**src/design/bmhq_pkg.sv**
```systemverilog
// bmhq_pkg: shared types and codes for the binary min-heap queue
// no dependencies
`timescale 1ns / 1ps
package bmhq_pkg;
  typedef enum logic [1:0] {
    CMD_ENQ  = 2'd0,
    CMD_DEQ  = 2'd1,
    CMD_PEEK = 2'd2,
    CMD_NOP  = 2'd3
  } cmd_t;

  typedef enum logic [1:0] {
    ST_DONE  = 2'd0,
    ST_FULL  = 2'd1,
    ST_EMPTY = 2'd2
  } status_t;

  // packed from the top down: tag, rank, distance in the lowest bits
  typedef struct packed {
    logic [9:0]  tag;
    logic [7:0]  rnk;
    logic [15:0] distance;
  } entry_t;

  typedef enum logic [3:0] {
    S_IDLE, S_UP_RD, S_UP_CMP, S_DN_RD0, S_DN_RD1, S_DN_RD2, S_DN_CMP,
    S_TOP_RD, S_TOP_WT, S_OUT
  } state_t;

  // strict ordering: a is served before b
  function automatic logic goes_before(entry_t a, entry_t b);
    if (a.distance != b.distance) return a.distance < b.distance;
    return a.rnk < b.rnk;
  endfunction
endpackage

```
**src/design/binary_min_heap_queue_core.sv**
```systemverilog
// binary_min_heap_queue_core: top level of the min-heap priority queue
// depends on bmhq_pkg
`timescale 1ns / 1ps
// Usage:
//  in_* stream carries one command per transfer: enqueue, dequeue, peek or no-op.
//  out_* stream returns one result per command: status, root entry after the
//  operation, entry count, empty and full flags.
//  Entries live in one memory (one read, one write per cycle, registered read
//  data). A sequencer walks the heap one level per step: sift up reads the
//  parent, then compares and writes per level; sift down first fetches the last
//  entry, then per level reads the left child, reads the right child, and
//  compares and writes; then the root is read and the result registered.
//  One command is worked at a time; in_tready is high only while idle.
//  The result stays in an output register until taken; a stalled receiver holds
//  the block in its output state and no new command is accepted.
//  Reset clears the fill count and the sequencer; memory content is not cleared,
//  no clearing pass is needed since only entries below the count are used.
module binary_min_heap_queue_core #(
  parameter int CAPACITY = 64
) (
  input  logic        clk,
  input  logic        rst_n,
  input  logic        in_tvalid,
  output logic        in_tready,
  // in_tdata: command[1:0], distance[17:2], rank[25:18], payload_tag[35:26]
  input  logic [39:0] in_tdata,
  output logic        out_tvalid,
  input  logic        out_tready,
  // out_tdata: status[1:0], top_distance[17:2], top_rank[25:18], top_tag[35:26],
  // entry_count[42:36], is_empty[43], is_full[44]
  output logic [47:0] out_tdata
);
  localparam int AW = (CAPACITY > 1) ? $clog2(CAPACITY) : 1;
  localparam int CW = $clog2(CAPACITY + 1);
  localparam logic [CW-1:0] CapC = CW'(CAPACITY);

  // heap memory
  bmhq_pkg::entry_t mem [CAPACITY];
  logic [AW-1:0] rd_addr, wr_addr;
  logic wr_en;
  bmhq_pkg::entry_t wr_data, rd_data_r;

  always_ff @(posedge clk) begin
    if (wr_en) mem[wr_addr] <= wr_data;
    rd_data_r <= mem[rd_addr];
  end

  bmhq_pkg::state_t state_r, state_nxt;
  logic [CW-1:0] cnt_r, cnt_nxt;
  logic [AW:0] pos_r, pos_nxt, best_r, best_nxt;
  bmhq_pkg::entry_t cur_r, cur_nxt, bent_r, bent_nxt;
  logic [1:0] st_r, st_nxt;
  logic [47:0] odata_r, odata_nxt;

  logic [AW:0] par, lch, rch;
  assign par = (pos_r - 1'b1) >> 1;
  assign lch = {pos_r[AW-1:0], 1'b1};
  assign rch = lch + 1'b1;

  always_ff @(posedge clk) begin
    if (!rst_n) begin
      state_r <= bmhq_pkg::S_IDLE;
      cnt_r   <= '0;
    end else begin
      state_r <= state_nxt;
      cnt_r   <= cnt_nxt;
    end
    pos_r <= pos_nxt; best_r <= best_nxt; cur_r <= cur_nxt; bent_r <= bent_nxt;
    st_r <= st_nxt; odata_r <= odata_nxt;
  end

  assign in_tready  = (state_r == bmhq_pkg::S_IDLE);
  assign out_tvalid = (state_r == bmhq_pkg::S_OUT);
  assign out_tdata  = odata_r;

  // sequencer
  always_comb begin
    bmhq_pkg::cmd_t cmd;
    cmd = bmhq_pkg::cmd_t'(in_tdata[1:0]);
    state_nxt = state_r; cnt_nxt = cnt_r; pos_nxt = pos_r; best_nxt = best_r;
    cur_nxt = cur_r; bent_nxt = bent_r; st_nxt = st_r; odata_nxt = odata_r;
    rd_addr = '0; wr_addr = pos_r[AW-1:0]; wr_en = 1'b0; wr_data = cur_r;
    unique case (state_r)
      bmhq_pkg::S_IDLE: begin
        if (in_tvalid) begin
          st_nxt = bmhq_pkg::ST_DONE;
          state_nxt = bmhq_pkg::S_TOP_RD;
          unique case (cmd)
            bmhq_pkg::CMD_ENQ: begin
              if (cnt_r >= CapC) st_nxt = bmhq_pkg::ST_FULL;
              else begin
                cur_nxt = in_tdata[35:2];
                pos_nxt = (AW+1)'(cnt_r);
                cnt_nxt = cnt_r + 1'b1;
                wr_en = 1'b1; wr_addr = cnt_r[AW-1:0]; wr_data = in_tdata[35:2];
                state_nxt = bmhq_pkg::S_UP_RD;
              end
            end
            bmhq_pkg::CMD_DEQ: begin
              if (cnt_r == '0) st_nxt = bmhq_pkg::ST_EMPTY;
              else begin
                cnt_nxt = cnt_r - 1'b1;
                pos_nxt = '0;
                state_nxt = (cnt_r > CW'(1)) ? bmhq_pkg::S_DN_RD0 : bmhq_pkg::S_TOP_RD;
              end
            end
            bmhq_pkg::CMD_PEEK: if (cnt_r == '0) st_nxt = bmhq_pkg::ST_EMPTY;
            default: ;
          endcase
        end
      end
      // read parent of the moving entry, or settle it at the root
      bmhq_pkg::S_UP_RD: begin
        rd_addr = par[AW-1:0];
        if (pos_r == '0) begin
          wr_en = 1'b1; wr_addr = '0; wr_data = cur_r;
          state_nxt = bmhq_pkg::S_TOP_RD;
        end else begin
          state_nxt = bmhq_pkg::S_UP_CMP;
        end
      end
      bmhq_pkg::S_UP_CMP: begin
        if (bmhq_pkg::goes_before(cur_r, rd_data_r)) begin
          wr_en = 1'b1; wr_addr = pos_r[AW-1:0]; wr_data = rd_data_r;
          pos_nxt = par;
          state_nxt = bmhq_pkg::S_UP_RD;
        end else begin
          wr_en = 1'b1; wr_addr = pos_r[AW-1:0]; wr_data = cur_r;
          state_nxt = bmhq_pkg::S_TOP_RD;
        end
      end
      // fetch last entry, it becomes the sifting entry at the root
      bmhq_pkg::S_DN_RD0: begin
        rd_addr = cnt_r[AW-1:0];
        state_nxt = bmhq_pkg::S_DN_RD1;
      end
      bmhq_pkg::S_DN_RD1: begin
        if (pos_r == '0) cur_nxt = rd_data_r;
        rd_addr = lch[AW-1:0];
        state_nxt = bmhq_pkg::S_DN_RD2;
      end
      bmhq_pkg::S_DN_RD2: begin
        rd_addr = rch[AW-1:0];
        best_nxt = pos_r; bent_nxt = cur_r;
        if (lch < (AW+1)'(cnt_r) && bmhq_pkg::goes_before(rd_data_r, cur_r)) begin
          best_nxt = lch; bent_nxt = rd_data_r;
        end
        state_nxt = bmhq_pkg::S_DN_CMP;
      end
      bmhq_pkg::S_DN_CMP: begin
        logic [AW:0] b;
        bmhq_pkg::entry_t be;
        b = best_r; be = bent_r;
        if (rch < (AW+1)'(cnt_r) && bmhq_pkg::goes_before(rd_data_r, bent_r)) begin
          b = rch; be = rd_data_r;
        end
        wr_en = 1'b1; wr_addr = pos_r[AW-1:0];
        if (b == pos_r) begin
          wr_data = cur_r;
          state_nxt = bmhq_pkg::S_TOP_RD;
        end else begin
          wr_data = be;
          pos_nxt = b;
          state_nxt = bmhq_pkg::S_DN_RD1;
        end
      end
      bmhq_pkg::S_TOP_RD: begin
        rd_addr = '0;
        state_nxt = bmhq_pkg::S_TOP_WT;
      end
      bmhq_pkg::S_TOP_WT: begin
        odata_nxt = '0;
        odata_nxt[1:0] = st_r;
        if (cnt_r != '0) odata_nxt[35:2] = rd_data_r;
        odata_nxt[42:36] = 7'(cnt_r);
        odata_nxt[43] = (cnt_r == '0);
        odata_nxt[44] = (cnt_r == CapC);
        state_nxt = bmhq_pkg::S_OUT;
      end
      bmhq_pkg::S_OUT: if (out_tready) state_nxt = bmhq_pkg::S_IDLE;
      default: state_nxt = bmhq_pkg::S_IDLE;
    endcase
  end
endmodule
```
**config.mk**
```make
export PLATFORM = sky130hd
export DESIGN_NAME = binary_min_heap_queue_core
export DESIGN_NICKNAME = d
export VERILOG_FILES = /design/src/design/bmhq_pkg.sv /design/src/design/binary_min_heap_queue_core.sv
export SDC_FILE = /design/constraint.sdc
export NUM_CORES = 2
export LEC_CHECK = 0
export BUFFER_PORTS_ARGS = -buffer_cell sky130_fd_sc_hd__clkbuf_2
export CAP_MARGIN = 20
export CORE_MARGIN = 2
export CORE_UTILIZATION = 55
export DETAILED_ROUTE_END_ITERATION = 16
export PLACE_DENSITY_LB_ADDON = 0.1
export SKIP_CTS_REPAIR_TIMING = 1
export SYNTH_ARGS = -nofsm -noshare
export SYNTH_HDL_FRONTEND = slang
export SYNTH_SLANG_ARGS = --single-unit
```
**constraint.sdc**
```tcl
create_clock -name clk -period 5.77 [get_ports clk]
set_input_delay 1.154 -clock clk [delete_from_list [all_inputs] [get_ports clk]]
set_output_delay 1.154 -clock clk [all_outputs]
set_load 0.005 [all_outputs]
```
**Word level (Yosys, flattened, before mapping)**

Memories as Yosys holds them, arrays and structs flattened. A register that Yosys moved wholly into a read port is not among the register bits.
Cells that the tools add are included.

- Register bits: 140
- Bits in writable memories: 2176
- Input bits: 44
- Output and inout bits: 50
- Memories: 1

Memory list:

| memory | words | bits a word | read ports | clocked after Yosys merged registers in | write ports | line | text |
|---|---|---|---|---|---|---|---|
| mem | 64 | 34 | 1 | 1 | 1 | binary_min_heap_queue_core.sv:38 | `bmhq_pkg::entry_t mem [CAPACITY];` |

- Add/sub/neg operators: 4
- Magnitude comparators: 10
- Equality and inequality tests: 26
- Muxes and demuxes: 64
- Reduce and logical (&&, ||, !) cells: 17

Operators with widths:

| kind | number |
|---|---|
| 34-bit two-way mux | 8 |
| 34-bit case mux with 3 select lines | 1 |
| 7-bit two-way mux | 10 |
| 34-bit case mux with 2 select lines | 1 |
| 16-bit < comparator | 3 |
| 16-bit != test | 3 |
| 4-bit case mux with 10 select lines | 1 |
| 7-bit case mux with 2 select lines | 2 |
| 8-bit < comparator | 3 |
| 6-bit two-way mux | 4 |
| 6-bit case mux with 4 select lines | 1 |
| 1-bit two-way mux | 22 |
| 7-bit case mux with 3 select lines | 1 |
| 4-bit by 3-bit equality test with 1-bit output, second input constant | 4 |
| 3-bit two-way mux | 5 |
| 7-bit by 1-bit adder with 7-bit output, second input constant | 2 |
| 7-bit zero test | 2 |
| 7-bit < comparator | 2 |
| 7-bit by 1-bit subtractor with 7-bit output, second input constant | 2 |
| 2-bit != test, second input constant | 6 |
| 6-bit case mux with 2 select lines | 1 |
| 4-bit by 2-bit equality test with 1-bit output, second input constant | 2 |
| 4-bit equality test, second input constant | 2 |
| 4-bit two-way mux | 2 |
| 24 further kinds | 31 |

**Longest topological paths before layout**

- Word-level depth: 11
- Depth in mapped cells: 17
- Gate-level depth less buffers: 14

**Worst setup path after synthesis**

No wires, ideal clock.

- Path kind: register to register
- Start: register pos_r[2]
- End: memory mem[0][10] (netlist bit), data pin
- Library setup time: 569 ps
- Data arrival time: 4885 ps
- Path slack: 316 ps
- Stages on the path, launching flop included: 17
- Cell sequence: edfxtp_1 -> buf_2 -> nand3_1 -> xnor2_1 -> inv_1 -> ha_1 -> a21oi_1 -> nand3_1 -> nor2_1 -> o22ai_1 -> a31oi_1 -> and4b_1 -> and4bb_1 -> buf_2 -> clkbuf_1 -> o21ai_0 -> a2bb2oi_1

RTL lines:

| item | line | text |
|---|---|---|
| from (decl) | binary_min_heap_queue_core.sv:50 | `logic [AW:0] pos_r, pos_nxt, best_r, best_nxt;` |
| from (signal assigned) | binary_min_heap_queue_core.sv:68 | `pos_r <= pos_nxt; best_r <= best_nxt; cur_r <= cur_nxt; bent_r <= bent_nxt;` |
| to (decl) | binary_min_heap_queue_core.sv:38 |  |

**Final worst setup path**

- Start: register pos_r[0]
- End: register rd_data_r[9] (netlist name)

- Longest elaborated chain between the ends: 2

Ends and longest elaborated chain:

| item | line | text |
|---|---|---|
| 7-bit by 1-bit subtractor with 7-bit output / 7-bit by 1-bit adder with 7-bit output (equally long branches) | binary_min_heap_queue_core.sv:56, binary_min_heap_queue_core.sv:58 |  |
| 6-bit case mux with 4 select lines (*) | binary_min_heap_queue_core.sv:83 | `unique case (state_r)` |

Every way passes the cells marked *; elsewhere a longest branch is shown, timed or not.
A chain may end at the register's enable or synchronous reset.

==> results.toml <==
[cts]
clk_latency_ns = 0.89
cts_buffer_depth = 3
cts_root_buf = "clkbuf_16"
htreeDepth = 4
clk_pin_slew_ns = 0.06
cts_made_buffers = 227
cts_tree = "built"
clock-sinks = 2350

[route]
drtIter0Drc = 8544
wl_per_cell_um = 31.2
postRouteAntennaNets = 0
drt-pass1-iter-count = 5
totalWireLength_um = 293000
vias_per_cell = 6.51
drc_errors = 0
vias = 61103

[logic_synthesis]
netlist_instances = 6615
synth_seq_area_share = 0.731
synth_cell_types = 81
synth_ff_type = "edfxtp_1"
avgSynthCellArea_um2 = 14.5
yosysWarnings = 0
yosys.cell_count.top_type = "edfxtp_1"
synth.cells.most_frequent = "2305 x edfxtp_1, 1381 x nand2_1, 498 x nand3_1, 228 x a21oi_1, 206 x nor2_1"
synth_edf_count = 2305
netlist_top_cells_area = "edfxtp_1 72%, nand2_1 5.4%, mux4_2 4.7%, nand3_1 2.6%, a21oi_1 1.2%"
synth_top_area_frac = 0.721
synth_top_area_cell = "edfxtp_1"
synth_seq_cells = 2350
ys_async_sr_fraction = 0
syn_area_um2 = 96000

[worst_setup_path]
crit_chain = "inv_1 -> ha_1 -> xor2_1 -> o2111ai_1 -> a21oi_4 -> buf_4 -> nand2_1 -> o22ai_1 -> nor4_1 -> nor4_1"
cp-end-kind = "flop"
critPathArrivalTime_ns = 6.12
crit_fanout = 17
critPathTopFamily = "compound AO/OA/AOI/OAI gates"
critPathMostFrequentCell = "nor4_1"
required_ns = 6.54
critPathKind = "reg2reg"
slowest_delay_ns = 0.92
cp_slowest_cell = "a21oi_4"
setup.worst_path.start_class = "flop"
crit_buf_inv = 2

[sta]
hold_viol_final = 0
fin_ws_ns = 0.426
max-slew-margin-rel = 0.189
setup_tns_ns = 0
slew_viol_final = 0
fmax_ghz = 0.187
tightest_slew_ns = 1.22
final-setup-viol-count = 0
min_period_over_period = 0.926
skew_ns = 0.0410
period_needed_ns = 5.34
rsz0062_at_grt = "no"

[placed_design]
dp_hpwl_um = 169000
place_ws_ns = 0.487
gp_congestion = 0.881
port-buffer-count = 86

[global_routing]
grt_pass1_vias = 57386
use_met3 = 0.0644
overflow = 0
grt.total_usage = 0.327
grt_pass1_wl_um = 416000
met2_usage = 0.491
grt_max_degree = 92
use_met1 = 0.468
antenna_found_initial = 12
busiest_layer = "met2"

[floorplan]
ios = 94
die_h_um = 422
start_util = 0.553
core_um2 = 174000
die_w_um = 422
dieArea_um2 = 178000
rows = 153

[job]
max-cap-violations = 0

[final_layout]
nets = 6971
finalCoreUtilization = 0.635
drive_gt1_frac = 0.164
areaGrowthSynthToFinish_pct = 15.0

[power]
leakagePower_nw = 36.9
powerDensity_nw_per_um2 = 658
vdd_drop_max_mv = 0.539

[run_status]
status = "finished clean"

[min_path]
worstHoldPathType = "reg2reg"
-- cell families (layout without fill, tap and decap cells) --
| family | Yosys count | count (layout) | synth area share |
|---|---|---|---|
| AOI/OAI and AO/OA | 935 | 935 | 0.0667 |
| muxes | 284 | 284 | 0.0562 |
| xor gates and xnor gates | 20 | 20 | 0.00183 |
| buffers and inverters | 515 | 955 | 0.0239 |
| adders and majority gates | 69 | 69 | 0.00900 |
| and+or+nand+nor | 2441 | 2441 | 0.112 |
| DFF | 2350 | 2350 | 0.731 |
| other | 1 | 9 | 0.0000391 |
-- worst reg2reg max path, stage by stage (launching register included) --
cell	delay (ns)
edfxtp_1	0.71
inv_1	0.32
ha_1	0.36
xor2_1	0.27
o2111ai_1	0.22
a21oi_4	0.92
buf_4	0.46
nand2_1	0.50
o22ai_1	0.87
nor4_1	0.29
nor4_1	0.32
-- cell type report --
type	instances	area [µm²]
Fill cell	12520	63300
Antenna cell	6	15.0
Clock inverter	110	1220
Sequential cell	2350	70100
Tap cell	2325	2910
Clock buffer	318	6320
Timing Repair Buffer	452	4640
Multi-Input combinational cell	3752	24800
Inverter	75	282
-- final timing paths --
check,depth (start not counted),start,slack (ns),end
max,10,pos_r[0]$_DFFE_PP_,0.43,rd_data_r[9]$_DFF_P_
max reg2reg,10,pos_r[0]$_DFFE_PP_,0.43,rd_data_r[9]$_DFF_P_
min,0,st_r[0]$_DFFE_PP_,0.43,out_tdata[0]$_DFFE_PP_
min reg2reg,0,st_r[0]$_DFFE_PP_,0.43,out_tdata[0]$_DFFE_PP_
-- placed cells by master (no fill, tap or decap), drive strengths merged, types with 35 or more instances in the layout --
master / Yosys / layout
a31oi: 161 / 161
nor4: 43 / 43
mux4: 201 / 201
and3: 81 / 81
and2: 131 / 131
inv: 73 / 78
o21ai: 99 / 99
a221oi: 52 / 52
a311oi: 113 / 113
a21oi: 228 / 228
mux2i: 54 / 54
nor2: 209 / 209
buf: 271 / 366
a211oi: 98 / 98
clkbuf: 169 / 404
clkinv: 2 / 77
nand3: 498 / 498
a2bb2oi: 35 / 35
edfxtp: 2305 / 2305
nand2: 1381 / 1381
dfxtp: 45 / 45
ha: 69 / 69
-- state kept, by name (all words and copies together) (netlist names) --
signal     flops
state_r        4
st_r           2
pos_r          7
best_r         7
cur_r         34
cnt_r          7
rd_data_r     34
mem         2176
bent_r        34
out_tdata     45
-- stage by stage --
| step | power, mW | hold WS (ns) | cell area [µm²] | instances |
|---|---|---|---|---|
| final | 72.6 | 0.432 | 110000 | 9388 |
| after detailed placement | 57.4 | 0.418 | 103000 | 8953 |
| after CTS | 72.3 | 0.434 | 110000 | 9381 |
| after floorplan | 42.7 | 0.400 | 96000 | 6617 |
| after global placement | 56.9 | 0.403 | 103000 | 8952 |
| after global routing | 75.2 | 0.447 | 110000 | 9382 |
-- per-layer routing --
layer / share of wire / wire length (µm)
met3: 0.11 / 32100
met1: 0.39 / 115000
met2: 0.45 / 132000
met5: 0 / 0
met4: 0.048 / 14000
-- where the power goes --
group          switching (mW)  internal (mW)  leakage [nW]
Combinational            21.7           10.2          12.2
Clock                    6.38           8.65          3.68
Sequential              0.893           24.7          21.1
(Power assumes the default switching activity.)
